===== src/hdl/cfbi_pkg.sv =====
// Shared types, constants and helper functions of the caseless FNV-1a bucket index block.
package cfbi_pkg;

	localparam int HASH_WIDTH   = 64;
	localparam int BUCKET_WIDTH = 24;
	localparam int CHAR_WIDTH   = 8;
	localparam int CNT_WIDTH    = $clog2(HASH_WIDTH);

	// Offset basis and the FNV prime, which is 2^24 + 0x193.
	localparam logic [HASH_WIDTH-1:0] FNV_BASIS = HASH_WIDTH'(64'd2166136261);
	localparam int                    PRIME_SHIFT = 24;

	// Configuration port.
	localparam int PADDR_WIDTH = 3;
	localparam int PDATA_WIDTH = 32;
	localparam logic REG_TABLE_SIZE = 1'b0;

	typedef enum logic [1:0] {
		S_IDLE,
		S_DIV,
		S_DONE
	} cfbi_state_t;

	// Commands from the controller to the datapath.
	typedef struct packed {
		logic accept;
		logic div_step;
		logic out_load;
	} cfbi_cmd_t;

	// C-locale lower-case fold: only A..Z change.
	function automatic logic [CHAR_WIDTH-1:0] fold_lower(input logic [CHAR_WIDTH-1:0] b);
		logic [CHAR_WIDTH-1:0] r;
		r = b;
		if (b >= 8'h41 && b <= 8'h5A) begin
			r = b + 8'h20;
		end
		return r;
	endfunction

	// Multiply by the FNV prime modulo 2^HASH_WIDTH, as a shift plus a small constant product.
	function automatic logic [HASH_WIDTH-1:0] fnv_mul(input logic [HASH_WIDTH-1:0] x);
		logic [HASH_WIDTH-1:0] lo;
		lo = (x << 8) + (x << 7) + (x << 4) + (x << 1) + x;
		return (x << PRIME_SHIFT) + lo;
	endfunction

endpackage


===== src/hdl/cfbi_in_if.sv =====
// Input channel carrying one character word per handshake.
interface cfbi_in_if;
	logic                              valid;
	logic                              ready;
	logic [cfbi_pkg::CHAR_WIDTH-1:0]   char_byte;
	logic                              has_char;
	logic                              word_end;

	modport source (output valid, output char_byte, output has_char, output word_end,
		input ready);
	modport sink (input valid, input char_byte, input has_char, input word_end,
		output ready);
endinterface


===== src/hdl/cfbi_out_if.sv =====
// Output channel carrying one bucket index per handshake.
interface cfbi_out_if;
	logic                              valid;
	logic                              ready;
	logic [cfbi_pkg::BUCKET_WIDTH-1:0] bucket;

	modport source (output valid, output bucket, input ready);
	modport sink (input valid, input bucket, output ready);
endinterface


===== src/hdl/cfbi_ctrl.sv =====
// Controller state machine: input acceptance, division sequencing and output register control.
module cfbi_ctrl (
	input  logic                clk,
	input  logic                arst_n,
	input  logic                in_valid,
	input  logic                in_word_end,
	output logic                in_ready,
	output logic                out_valid,
	input  logic                out_ready,
	output cfbi_pkg::cfbi_cmd_t cmd
);
	import cfbi_pkg::*;

	cfbi_state_t          state_q, state_d;
	logic [CNT_WIDTH-1:0] cnt_q;
	logic                 out_valid_q;
	logic                 out_free;
	logic                 div_last;

	assign out_free = !out_valid_q || out_ready;
	assign div_last = (cnt_q == CNT_WIDTH'(HASH_WIDTH - 1));

	// Next-state logic.
	always_comb begin
		state_d = state_q;
		unique case (state_q)
			S_IDLE: begin
				if (in_valid && in_word_end) begin
					state_d = S_DIV;
				end
			end
			S_DIV: begin
				if (div_last) begin
					state_d = S_DONE;
				end
			end
			S_DONE: begin
				if (out_free) begin
					state_d = S_IDLE;
				end
			end
			default: state_d = S_IDLE;
		endcase
	end

	// Output decode.
	always_comb begin
		in_ready     = 1'b0;
		cmd.accept   = 1'b0;
		cmd.div_step = 1'b0;
		cmd.out_load = 1'b0;
		unique case (state_q)
			S_IDLE: begin
				in_ready   = 1'b1;
				cmd.accept = in_valid;
			end
			S_DIV: begin
				cmd.div_step = 1'b1;
			end
			S_DONE: begin
				cmd.out_load = out_free;
			end
			default: begin
			end
		endcase
	end

	// State, step counter and output valid flag.
	always_ff @(posedge clk or negedge arst_n) begin
		if (!arst_n) begin
			state_q     <= S_IDLE;
			cnt_q       <= '0;
			out_valid_q <= 1'b0;
		end else begin
			state_q <= state_d;
			if (cmd.div_step) begin
				cnt_q <= cnt_q + 1'b1;
			end else begin
				cnt_q <= '0;
			end
			if (cmd.out_load) begin
				out_valid_q <= 1'b1;
			end else if (out_ready) begin
				out_valid_q <= 1'b0;
			end
		end
	end

	assign out_valid = out_valid_q;

endmodule


===== src/hdl/cfbi_dpath.sv =====
// Datapath: hash accumulator, restoring divider and bucket output register.
module cfbi_dpath (
	input  logic                                clk,
	input  logic                                arst_n,
	input  cfbi_pkg::cfbi_cmd_t                 cmd,
	input  logic [cfbi_pkg::CHAR_WIDTH-1:0]     char_byte,
	input  logic                                has_char,
	input  logic                                word_end,
	input  logic [cfbi_pkg::BUCKET_WIDTH-1:0]   table_size,
	output logic [cfbi_pkg::BUCKET_WIDTH-1:0]   bucket
);
	import cfbi_pkg::*;

	logic [HASH_WIDTH-1:0]   acc_q;
	logic [HASH_WIDTH-1:0]   acc_next;
	logic [HASH_WIDTH-1:0]   dvd_q;
	logic [BUCKET_WIDTH-1:0] rem_q;
	logic [BUCKET_WIDTH:0]   trial;
	logic [BUCKET_WIDTH:0]   diff;
	logic [BUCKET_WIDTH-1:0] rem_next;
	logic [BUCKET_WIDTH-1:0] bucket_q;

	// Fold the character into the hash and multiply by the prime.
	always_comb begin
		acc_next = acc_q;
		if (has_char) begin
			acc_next = fnv_mul(acc_q ^ HASH_WIDTH'(fold_lower(char_byte)));
		end
	end

	// One restoring division step: shift in the next dividend bit, subtract if it fits.
	always_comb begin
		trial    = {rem_q, dvd_q[HASH_WIDTH-1]};
		diff     = trial - {1'b0, table_size};
		rem_next = trial[BUCKET_WIDTH-1:0];
		if (!diff[BUCKET_WIDTH]) begin
			rem_next = diff[BUCKET_WIDTH-1:0];
		end
	end

	// The accumulator restarts from the basis once a word ends.
	always_ff @(posedge clk or negedge arst_n) begin
		if (!arst_n) begin
			acc_q <= FNV_BASIS;
		end else if (cmd.accept) begin
			acc_q <= word_end ? FNV_BASIS : acc_next;
		end
	end

	// Divider registers and the bucket output register.
	always_ff @(posedge clk) begin
		if (cmd.accept) begin
			dvd_q <= acc_next;
			rem_q <= '0;
		end else if (cmd.div_step) begin
			dvd_q <= {dvd_q[HASH_WIDTH-2:0], 1'b0};
			rem_q <= rem_next;
		end
		if (cmd.out_load) begin
			bucket_q <= (table_size == '0) ? '0 : rem_q;
		end
	end

	assign bucket = bucket_q;

endmodule


===== src/hdl/caseless_fnv1a_bucket_index.sv =====
// Top level of the caseless FNV-1a bucket index: configuration register and module wiring.
// A word arrives one character per input word and is hashed caselessly in a 64-bit accumulator
// with the 32-bit FNV-1a offset basis and prime, at one character per cycle while no divide runs.
// The word that ends it starts a restoring division by table_size, one quotient bit per cycle,
// so that word's bucket is loaded into the output register after 64 divide steps; the next word
// is taken only once the block is idle again, never during the divide. A bucket waiting in the
// output register does not stop the next characters, but the next ending word holds in its
// output load until that bucket is taken. table_size sits at byte address 0 of the register
// port, resets to 17, and a value of zero gives bucket 0.
module caseless_fnv1a_bucket_index (
	input  logic                                clk,
	input  logic                                arst_n,
	cfbi_in_if.sink                             chars,
	cfbi_out_if.source                          buckets,
	input  logic                                psel,
	input  logic                                penable,
	input  logic                                pwrite,
	input  logic [cfbi_pkg::PADDR_WIDTH-1:0]    paddr,
	input  logic [cfbi_pkg::PDATA_WIDTH-1:0]    pwdata,
	output logic [cfbi_pkg::PDATA_WIDTH-1:0]    prdata,
	output logic                                pready
);
	import cfbi_pkg::*;

	logic [BUCKET_WIDTH-1:0] table_size_q;
	logic                    reg_sel;
	cfbi_cmd_t               cmd;

	assign pready  = 1'b1;
	assign reg_sel = (paddr[2] == REG_TABLE_SIZE);

	// Register write in the access phase.
	always_ff @(posedge clk or negedge arst_n) begin
		if (!arst_n) begin
			table_size_q <= BUCKET_WIDTH'(17);
		end else if (psel && penable && pwrite && pready && reg_sel) begin
			table_size_q <= pwdata[BUCKET_WIDTH-1:0];
		end
	end

	// Register read.
	assign prdata = reg_sel ? PDATA_WIDTH'(table_size_q) : '0;

	cfbi_ctrl u_ctrl (
		.clk         (clk),
		.arst_n      (arst_n),
		.in_valid    (chars.valid),
		.in_word_end (chars.word_end),
		.in_ready    (chars.ready),
		.out_valid   (buckets.valid),
		.out_ready   (buckets.ready),
		.cmd         (cmd)
	);

	cfbi_dpath u_dpath (
		.clk        (clk),
		.arst_n     (arst_n),
		.cmd        (cmd),
		.char_byte  (chars.char_byte),
		.has_char   (chars.has_char),
		.word_end   (chars.word_end),
		.table_size (table_size_q),
		.bucket     (buckets.bucket)
	);

endmodule

===== src/flat_wrapper.sv =====
// flat-port wrapper written by rule: the top's interface ports become plain ports
module caseless_fnv1a_bucket_index_flat import cfbi_pkg::*;
  (clk, arst_n, psel, penable, pwrite, paddr, pwdata, prdata, pready, chars_valid, chars_char_byte, chars_has_char, chars_word_end, chars_ready, buckets_valid, buckets_bucket, buckets_ready);
  cfbi_in_if chars_i ();
  cfbi_out_if buckets_i ();
  input  logic clk;
  input  logic arst_n;
  input  logic psel;
  input  logic penable;
  input  logic pwrite;
  input  logic [cfbi_pkg::PADDR_WIDTH-1:0] paddr;
  input  logic [cfbi_pkg::PDATA_WIDTH-1:0] pwdata;
  output logic [cfbi_pkg::PDATA_WIDTH-1:0] prdata;
  output logic pready;
  input wire logic [$bits(chars_i.valid)-1:0] chars_valid;
  input wire logic [$bits(chars_i.char_byte)-1:0] chars_char_byte;
  input wire logic [$bits(chars_i.has_char)-1:0] chars_has_char;
  input wire logic [$bits(chars_i.word_end)-1:0] chars_word_end;
  output wire logic [$bits(chars_i.ready)-1:0] chars_ready;
  output wire logic [$bits(buckets_i.valid)-1:0] buckets_valid;
  output wire logic [$bits(buckets_i.bucket)-1:0] buckets_bucket;
  input wire logic [$bits(buckets_i.ready)-1:0] buckets_ready;
  assign chars_i.valid = chars_valid;
  assign chars_i.char_byte = chars_char_byte;
  assign chars_i.has_char = chars_has_char;
  assign chars_i.word_end = chars_word_end;
  assign chars_ready = chars_i.ready;
  assign buckets_valid = buckets_i.valid;
  assign buckets_bucket = buckets_i.bucket;
  assign buckets_i.ready = buckets_ready;
  caseless_fnv1a_bucket_index u_core (.clk(clk), .arst_n(arst_n), .chars(chars_i), .buckets(buckets_i), .psel(psel), .penable(penable), .pwrite(pwrite), .paddr(paddr), .pwdata(pwdata), .prdata(prdata), .pready(pready));
endmodule

===== config.mk =====
export PLATFORM = sky130hd
export DESIGN_NAME = caseless_fnv1a_bucket_index_flat
export DESIGN_NICKNAME = d
export VERILOG_FILES = /design/src/hdl/cfbi_pkg.sv /design/src/hdl/cfbi_in_if.sv /design/src/hdl/cfbi_out_if.sv /design/src/hdl/cfbi_ctrl.sv /design/src/hdl/cfbi_dpath.sv /design/src/hdl/caseless_fnv1a_bucket_index.sv /design/src/flat_wrapper.sv
export SDC_FILE = /design/constraint.sdc
export NUM_CORES = 1
export LEC_CHECK = 0
export BUFFER_PORTS_ARGS = -buffer_cell sky130_fd_sc_hd__buf_4
export CORE_ASPECT_RATIO = 0.5
export CORE_MARGIN = 5
export CORE_UTILIZATION = 35
export DETAILED_ROUTE_END_ITERATION = 16
export GPL_TIMING_DRIVEN = 1
export PLACE_DENSITY_LB_ADDON = 0.08
export SKIP_LAST_GASP = 1
export SLEW_MARGIN = 15
export SYNTH_ARGS = -nofsm -noshare
export SYNTH_HDL_FRONTEND = slang
export SYNTH_HIERARCHICAL = 1
export SYNTH_SLANG_ARGS = --single-unit
export TNS_END_PERCENT = 1

===== constraint.sdc =====
create_clock -name clk -period 5 [get_ports clk]
set_clock_uncertainty 0.05 [all_clocks]
set_input_delay 0.25 -clock clk [delete_from_list [all_inputs] [get_ports clk]]
set_output_delay 0.25 -clock clk [all_outputs]
set_load 0.005 [all_outputs]

==> impl_metrics.csv, run 1 <==
group,metric,value,unit
run_status,status,"complete, but fails checks",
run_status,violations,"setup timing",
job,maxCapViolations,0,
synthesis,synthDistinctLibCells,100,
synthesis,syn_avg_cell_area,9.73,um2
floorplanning,die_x,348,um
place,gp_congestion,0.882,
critical_path,crit_path_max_fanout,4,
critical_path,cp-endpoint,"u_core/u_dpath/dvd_q[55]",
floorplanning,core_area,57000,um2
sta,fmax,183,MHz
finish,drive_gt1_share,22.9,%
grt,track_usage,20.4,%
sta,hold_ws,0.0412,ns
critical_path,crit-reg2reg-launch,"u_core/u_dpath/acc_q[7]",
drt,ant_nets,0,
critical_path,critPathLaunchType,"input pin",
sta,layout_min_cycle_time,5.47,ns
cts,clock_sinks,209,
place,dp_hpwl,49.2,mm
drt,drt_iter0_drc,868,
cts,root_buffer,"clkbuf_16",
worst_hold_path,holdCritPathClass,"in2reg",
cts,cts_htree_levels,1,
synthesis,synth-seq-cells,209,
synthesis,ys.flop_type,"edfxtp_1",
drt,wl_per_cell,19.9,um
sta,setup_violations,65,
synthesis,yosysTopAreaCellShare,21.0,%
place,io_buffers,91,
synthesis,netlist_area,20000,um2
grt,grt_max_degree,111,
grt,grt_pass1_wl,97.9,mm
drt,vias_per_cell,4.98,
sta,timing.final.ws_setup,-0.471,ns
sta,tightestPinTransition,1.10,ns
drt,drc,0,
critical_path,crit_start,"chars_char_byte[1]",
critical_path,required,5.27,ns
drt,wl,63.6,mm
sta,drv_slew,0,
finish,areaGrowthSynthToFinish,25.1,%
critical_path,slowest_stage,"or4_4",
synthesis,syn_inst,2059,
sta,relSlewSlack,26.2,%
grt,antenna_found_initial,1,
cts,insertion_delay,0.59,ns
sta,finalHoldViolations,0,
floorplanning,ios,111,
synthesis,yosysMostFrequentCell,"inv_1",
floorplanning,start_util,35.1,%
cts,clk_path_buf_depth,3,
sta,rsz0062_at_grt,"yes",
critical_path,cp_slowest_stage_delay,0.54,ns
synthesis,synth-edff-count,88,
grt,grt_overflow_total,0,
sta,finalCritPeriodShare,109,%
synthesis,netlist_top_cells_count,"303 x inv_1, 210 x fa_1, 179 x a21oi_1, 153 x nor2_1, 114 x ha_1",
synthesis,synthArstFlopShare,46.4,%
floorplanning,core.rowCount,62,
critical_path,rr_worst_depth,21,
cts,cts_tree,"yes",
synthesis,synth_top_cell_by_area,"fa_1",
synthesis,yosysSeqAreaShare,27.8,%
critical_path,end_kind,"register",
synthesis,ys_warn_count,6,
drt,vias,15900,
cts,numCtsBuffers,25,
grt,grt_pass1_vias,16300,
drt,dr.pass1.iters,5,
critical_path,arrival,5.74,ns
critical_path,worst-setup-path-type,"in2reg",
finish,nets,2786,
critical_path,crit-reg2reg-capture,"u_core/u_dpath/dvd_q[61]",
finish,post-route-util,43.9,%
floorplanning,die_y,179,um
critical_path,r2r_slack,-0.43,ns
synthesis,ys_top_cells_by_area,"fa_1 21%, edfxtp_1 13%, dfrtp_1 10%",
floorplanning,die-area,62400,um2
finish,num_antenna_cells,0,
cts,clk_pin_slew,0.07,ns
==> logic make-up (layout without fill, tap and decap cells) <==
group                    Yosys count  count (layout)  synth area share [%]
AO/OA/AOI/OAI                    494             494                  16.7
AND/OR/NAND/NOR                  470             470                  11.6
buffers and inverters            406             769                  8.05
adder cells (fa/ha/maj)          324             324                  28.1
flip-flops                       209             209                  27.8
XOR/XNOR                          98              98                  4.32
multiplexers                      56              56                  3.34
other                              2               9                0.0375
==> layout by cell type (no fill, tap or decap), types with 38 or more instances in the layout <==
cell	count
dfrtp_1	81
inv_1	292
a21oi_1	176
ha_1	102
buf_4	383
fa_1	209
edfxtp_1	88
nor2b_1	75
nand2_1	110
xnor2_1	55
nor2_1	151
o21ai_0	67
xor2_1	38
==> flip-flops by register name, indices dropped and copies added (netlist names) <==
name	flops
u_core/u_ctrl/out_valid	1
u_core/u_dpath/rem_q	24
u_core/u_dpath/bucket	24
u_core/u_ctrl/cnt_q	6
u_core/u_dpath/dvd_q	64
u_core/u_dpath/acc_q	64
u_core/table_size_q	24
u_core/u_ctrl/state_q	2
==> per-stage QoR <==
step	cells	instance area (um2)	TNS, ns	setup WS (ns)
floorplan	2066	20100	-15.21	-0.542
global placement	3108	23500	-74.10	-1.20
detailed placement	3108	23500	-71.47	-1.15
CTS	3191	24900	-13.91	-0.401
global route	3197	25100	-30.69	-0.643
finish	3197	25100	-15.33	-0.471
==> worst max-delay path, delay by kind of cell <==
kind | cells | cell delay [ns]
buf+inv | 6 | 0.61
compound gates | 7 | 1.52
simple gates | 6 | 1.54
fa+ha+maj | 4 | 1.49
xor+xnor | 2 | 0.31
==> worst min path at each step <==
stage,startpoint,endpoint,slack (ns),cells after the start
global placement,arst_n,u_core/table_size_q[9],0.24,1
finish,chars_word_end,u_core/u_dpath/acc_q[42],0.04,2
detailed placement,arst_n,u_core/table_size_q[9],0.25,1
global route,chars_word_end,u_core/u_dpath/acc_q[42],0.03,2
CTS,chars_word_end,u_core/u_dpath/acc_q[42],0.01,2
floorplan,arst_n,u_core/table_size_q[10],-0.1,0
==> repair_timing <==
item                       4_1_cts  5_1_grt
setup endpoints to repair       73       76
hold endpoints to repair        64        0
setup buffers                   10        7
pin swaps                       31       39
resized for setup               38       22
hold buffers                    27        0
==> per-layer routing <==
layer	vias to the layer above	GRT usage (%)	wire length (um)
met5	-	0	0
met4	0	4.75	1650
met3	74	3.42	3020
met2	285	33.0	28700
met1	7901	28.7	30200
li1	7672	-	-
==> cell type report <==
| cell class | instances | area [um2] |
|---|---|---|
| Fill cell | 5575 | 32000 |
| Multi-Input combinational cell | 1451 | 13200 |
| Sequential cell | 209 | 5570 |
| Timing Repair Buffer | 419 | 3320 |
| Inverter | 304 | 1150 |
| Tap cell | 768 | 961 |
| Clock buffer | 35 | 693 |
| Clock inverter | 11 | 158 |
Power of run 1 is left out: the tool's default activity adds up to more than one toggle a clock period on the data nets, which glitch-free logic cannot reach.
==> run 2, diff against run 1 <==
- CORE_UTILIZATION: 35 -> 55
==> impl_metrics.csv, run 2 (synthesized netlist as in run 1, its figures left out) <==
group,metric,value,unit
run_status,status,"complete, but fails checks",
run_status,violations,"setup timing",
floorplanning,core.rowCount,49,
drt,dr.pass1.iters,6,
place,place_inst,2802,
sta,finalCritPeriodShare,109,%
sta,fmax,184,MHz
cts,cts_htree_levels,1,
critical_path,rr_worst_depth,18,
finish,instances_no_fill,2888,
drt,vias_per_cell,5.65,
job,maxCapViolations,0,
sta,layout_min_cycle_time,5.44,ns
critical_path,critPathLaunchType,"input pin",
finish,mostFrequentLayoutCells,"369 x buf_4, 299 x inv_1, 209 x fa_1",
cts,numCtsBuffers,22,
worst_hold_path,min_path_cells,4,
critical_path,end_kind,"register",
finish,areaGrowthSynthToFinish,21.9,%
drt,wl,57.5,mm
floorplanning,die-area,40600,um2
sta,drv_slew,0,
grt,track_usage,28.1,%
drt,ant_nets,0,
place,post-place-ws,-1.17,ns
sta,timing.final.ws_setup,-0.443,ns
sta,finalHoldViolations,0,
sta,setup_violations,59,
cts,clk_pin_slew,0.07,ns
floorplanning,start_util,55.7,%
grt,antenna_found_initial,0,
critical_path,required,5.24,ns
place,gp_congestion,0.969,
floorplanning,core_area,35900,um2
finish,drive_gt1_share,22.0,%
drt,vias,16300,
grt,grt_pass1_wl,91.2,mm
sta,hold_ws,0.148,ns
cts,clock_sinks,209,
critical_path,arrival,5.68,ns
drt,wl_per_cell,19.9,um
cts,insertion_delay,0.55,ns
finish,post-route-util,68.0,%
place,io_buffers,91,
grt,grt_overflow_total,0,
critical_path,crit_path_max_fanout,5,
place,dp_hpwl,42.8,mm
worst_hold_path,holdCritPathClass,"in2reg",
critical_path,crit_chain,"buf_4, or4_4, o22ai_4, nor4b_4, or2_4, xnor2_4, inv_4, buf_4, ha_1, fa_1, fa_1, ha_4, nand2_1, o21ai_1, o211ai_1, a2111oi_4, a221oi_2, or3_4, o41ai_4, buf_4, xnor2_1, nor2_1, o2bb2ai_1",
critical_path,slowest_stage,"or4_4",
floorplanning,die_x,280,um
critical_path,cpMostUsedCell,"buf_4",
finish,num_antenna_cells,0,
sta,tightestPinTransition,1.17,ns
critical_path,cp_slowest_stage_delay,0.54,ns
sta,relSlewSlack,22.3,%
floorplanning,ios,111,
grt,grt_max_degree,65,
finish,nets,2764,
sta,rsz0062_at_grt,"yes",
critical_path,worst-setup-path-type,"in2reg",
drt,drt_iter0_drc,1209,
grt,grt_pass1_vias,16700,
cts,root_buffer,"clkbuf_16",
drt,drc,0,
floorplanning,die_y,145,um
cts,clk_path_buf_depth,3,
finish,final_common_cell,"buf_4",
finish,largestRegisters,"u_core/u_dpath/acc_q x64, u_core/u_dpath/dvd_q x64",
cts,cts_tree,"yes",
## run 2: cell count changes in the layout (fill, tap and decap cells not counted), sizes merged
cell	previous run	this run
buf	392	373
clkbuf	35	32
bufinv	3	1
clkinv	6	7
clkinvlp	1	0
inv	305	304
## run 2: critical path: cells and delay by family
family / cells / cell delay, ns
xor gates and xnor gates: 2 / 0.25
AOI/OAI and AO/OA: 7 / 1.59
buffers and inverters: 4 / 0.52
adders and majority gates: 4 / 1.55
and+or+nand+nor: 6 / 1.51
## run 2: repair_timing
item	in CTS	in global routing
resized for setup	20	44
endpoints found under the setup margin	73	86
buffers inserted	11	8
pin swaps	12	46
hold buffers	27	0
endpoints found under the hold margin	69	0
## run 2: final timing paths
path,start,to,slack (ns)
max reg2reg,u_core/u_dpath/acc_q[2],u_core/u_dpath/dvd_q[51],-0.34
max in group asynchronous,arst_n,u_core/u_dpath/acc_q[47],3.41
min reg2reg,u_core/u_ctrl/cnt_q[0],u_core/u_ctrl/cnt_q[0],0.46
max,chars_char_byte[2],u_core/u_dpath/dvd_q[51],-0.44
min,chars_char_byte[0],u_core/u_dpath/acc_q[0],0.15
min in group asynchronous,arst_n,u_core/u_dpath/acc_q[5],0.31
## run 2: metrics by stage
step / area, um2 / TNS, ns
floorplan: 20100 / -15.21
global placement: 22900 / -65.06
detailed placement: 22900 / -72.55
CTS: 24100 / -13.53
global route: 24400 / -27.85
finish: 24400 / -12.62
## run 2: routing by layer
metal,GRT usage (%),vias to the layer above,wire (um)
li1,-,7622,-
met2,46.5,470,27200
met5,0,-,0
met4,7.59,0,1780
met3,4.77,94,3430
met1,38.7,8127,25100
## run 2: layout make-up
| class | instances | area [um2] |
|---|---|---|
| Tap cell | 484 | 606 |
| Clock inverter | 8 | 86.3 |
| Sequential cell | 209 | 5570 |
| Fill cell | 2918 | 11500 |
| Inverter | 304 | 1140 |
| Multi-Input combinational cell | 1451 | 13300 |
| Timing Repair Buffer | 400 | 3110 |
| Clock buffer | 32 | 629 |
Power of run 2 is left out for the same reason.
==> run 3, diff against run 2 <==
- clock period: 5 -> 6.1 ns (I/O delays scaled with it)
==> impl_metrics.csv, run 3 (synthesized netlist as in run 1, its figures left out) <==
group,metric,value,unit
drt,drc,0,
floorplanning,die_x,280,um
place,gp_congestion,0.934,
sta,fmax,173,MHz
floorplanning,core.rowCount,49,
grt,grt_pass1_wl,84.1,mm
finish,largestRegisters,"u_core/u_dpath/acc_q x64, u_core/u_dpath/dvd_q x64",
cts,insertion_delay,0.54,ns
cts,root_buffer,"clkbuf_16",
sta,relSlewSlack,31.9,%
sta,layout_min_cycle_time,5.80,ns
finish,mostFrequentLayoutCells,"302 x inv_1, 210 x fa_1, 179 x a21oi_1",
critical_path,worst-setup-path-type,"reg2reg",
run_status,status,"finished, final reports clean",
drt,dr.pass1.iters,5,
cts,clk_pin_slew,0.06,ns
cts,cts_htree_levels,1,
finish,num_antenna_cells,0,
floorplanning,start_util,55.7,%
finish,areaGrowthSynthToFinish,12.3,%
critical_path,cp_slowest_stage_delay,0.73,ns
grt,track_usage,25.8,%
cts,cts_tree,"yes",
critical_path,required,6.32,ns
drt,wl_per_cell,19.3,um
critical_path,critPathTopFamily,"compound AO/OA/AOI/OAI gates",
drt,wl,51.9,mm
floorplanning,ios,111,
sta,hold_ws,0.190,ns
finish,final_common_cell,"inv_1",
drt,drt_iter0_drc,1050,
sta,rsz0062_at_grt,"no",
job,maxCapViolations,0,
critical_path,path_buf_inv,0,
sta,drv_slew,0,
floorplanning,die-area,40600,um2
grt,grt_max_degree,68,
critical_path,crit_path_max_fanout,8,
drt,vias,15200,
sta,setup_violations,0,
worst_hold_path,holdCritPathClass,"in2reg",
cts,clk_path_buf_depth,3,
critical_path,arrival,6.02,ns
drt,ant_nets,0,
drt,vias_per_cell,5.67,
critical_path,slowest_stage,"dfrtp_1",
grt,grt_pass1_vias,15500,
cts,numCtsBuffers,22,
cts,clock_sinks,209,
critical_path,crit_chain,"fa_1, fa_1, fa_1, ha_1, a21oi_1, o21ai_0, a221oi_1, nand3_1, a41oi_2, o31ai_2, a31o_2, a221oi_2, xor2_1, o21ai_0",
critical_path,cpMostUsedCell,"fa_1",
sta,finalCritPeriodShare,95.0,%
floorplanning,die_y,145,um
place,io_buffers,91,
floorplanning,core_area,35900,um2
grt,grt_overflow_total,0,
grt,antenna_found_initial,0,
sta,tightestPinTransition,1.02,ns
finish,nets,2563,
finish,drive_gt1_share,13.0,%
critical_path,critPathLaunchType,"register",
place,dp_hpwl,39.3,mm
sta,finalHoldViolations,0,
critical_path,end_kind,"register",
run 3: cell types whose count changed in the layout (fill, tap and decap cells not counted), sizes merged:
cell      before  now
buf          373  172
inv          304  303
bufinv         1    2
clkinvlp       0    1
clkinv         7    6
run 3: worst reg2reg max path: stages (launching register included):
cell,delay (ns)
dfrtp_1,0.73
fa_1,0.54
fa_1,0.59
fa_1,0.45
ha_1,0.46
a21oi_1,0.30
o21ai_0,0.14
a221oi_1,0.53
nand3_1,0.32
a41oi_2,0.32
o31ai_2,0.13
a31o_2,0.30
a221oi_2,0.28
xor2_1,0.27
o21ai_0,0.13
run 3: routing by layer:
layer  wire length (um)  GRT usage (%)  vias up
met2              24300           42.3      401
met1              23200           35.9     7531
met5                  0              0        -
li1                   -              -     7236
met4               1560           6.64        0
met3               2840           4.43       80
run 3: layout make-up:
cell class | instances | area [um2]
inverters | 304 | 1140
repair buffers | 199 | 1560
clock buffers | 32 | 608
clock inverters | 8 | 106
well taps | 484 | 606
fillers | 3076 | 13400
flip-flops and latches | 209 | 5570
multi-input cells | 1451 | 12900
run 3: worst paths after layout:
kind | cells past startpoint | slack [ns] | to | startpoint
worst max-delay path | 14 | 0.30 | u_core/u_dpath/dvd_q[60] | u_core/u_dpath/acc_q[13]
worst min-delay path | 4 | 0.19 | u_core/u_dpath/acc_q[0] | chars_char_byte[0]
worst max register to register | 14 | 0.30 | u_core/u_dpath/dvd_q[60] | u_core/u_dpath/acc_q[13]
worst min register to register | 1 | 0.44 | u_core/u_ctrl/cnt_q[0] | u_core/u_ctrl/cnt_q[0]
max in group asynchronous | 3 | 4.49 | u_core/table_size_q[11] | arst_n
min in group asynchronous | 2 | 0.29 | u_core/u_dpath/acc_q[29] | arst_n
run 3: per-stage QoR:
stage          instances  utilization [%]  setup TNS, ns  cell area, um2  setup slack (ns)
6_report            2687             62.6              0           22500             0.305
5_1_grt             2687             62.6              0           22500            0.0324
4_1_cts             2687             62.5              0           22500             0.386
3_5_place_dp        2620             59.8          -1.06           21500            -0.157
3_3_place_gp        2620             59.8         -0.198           21500           -0.0515
2_1_floorplan       2066                -              0           20100             0.339
run 3: repair_timing:
| action | CTS | global route |
|---|---|---|
| gates resized for setup | 0 | 2 |
| hold endpoints to repair | 56 | 0 |
| hold buffers | 27 | 0 |
| buffers inserted | 0 | 0 |
| setup endpoints to repair | 0 | 3 |
Power of run 3 is left out for the same reason.
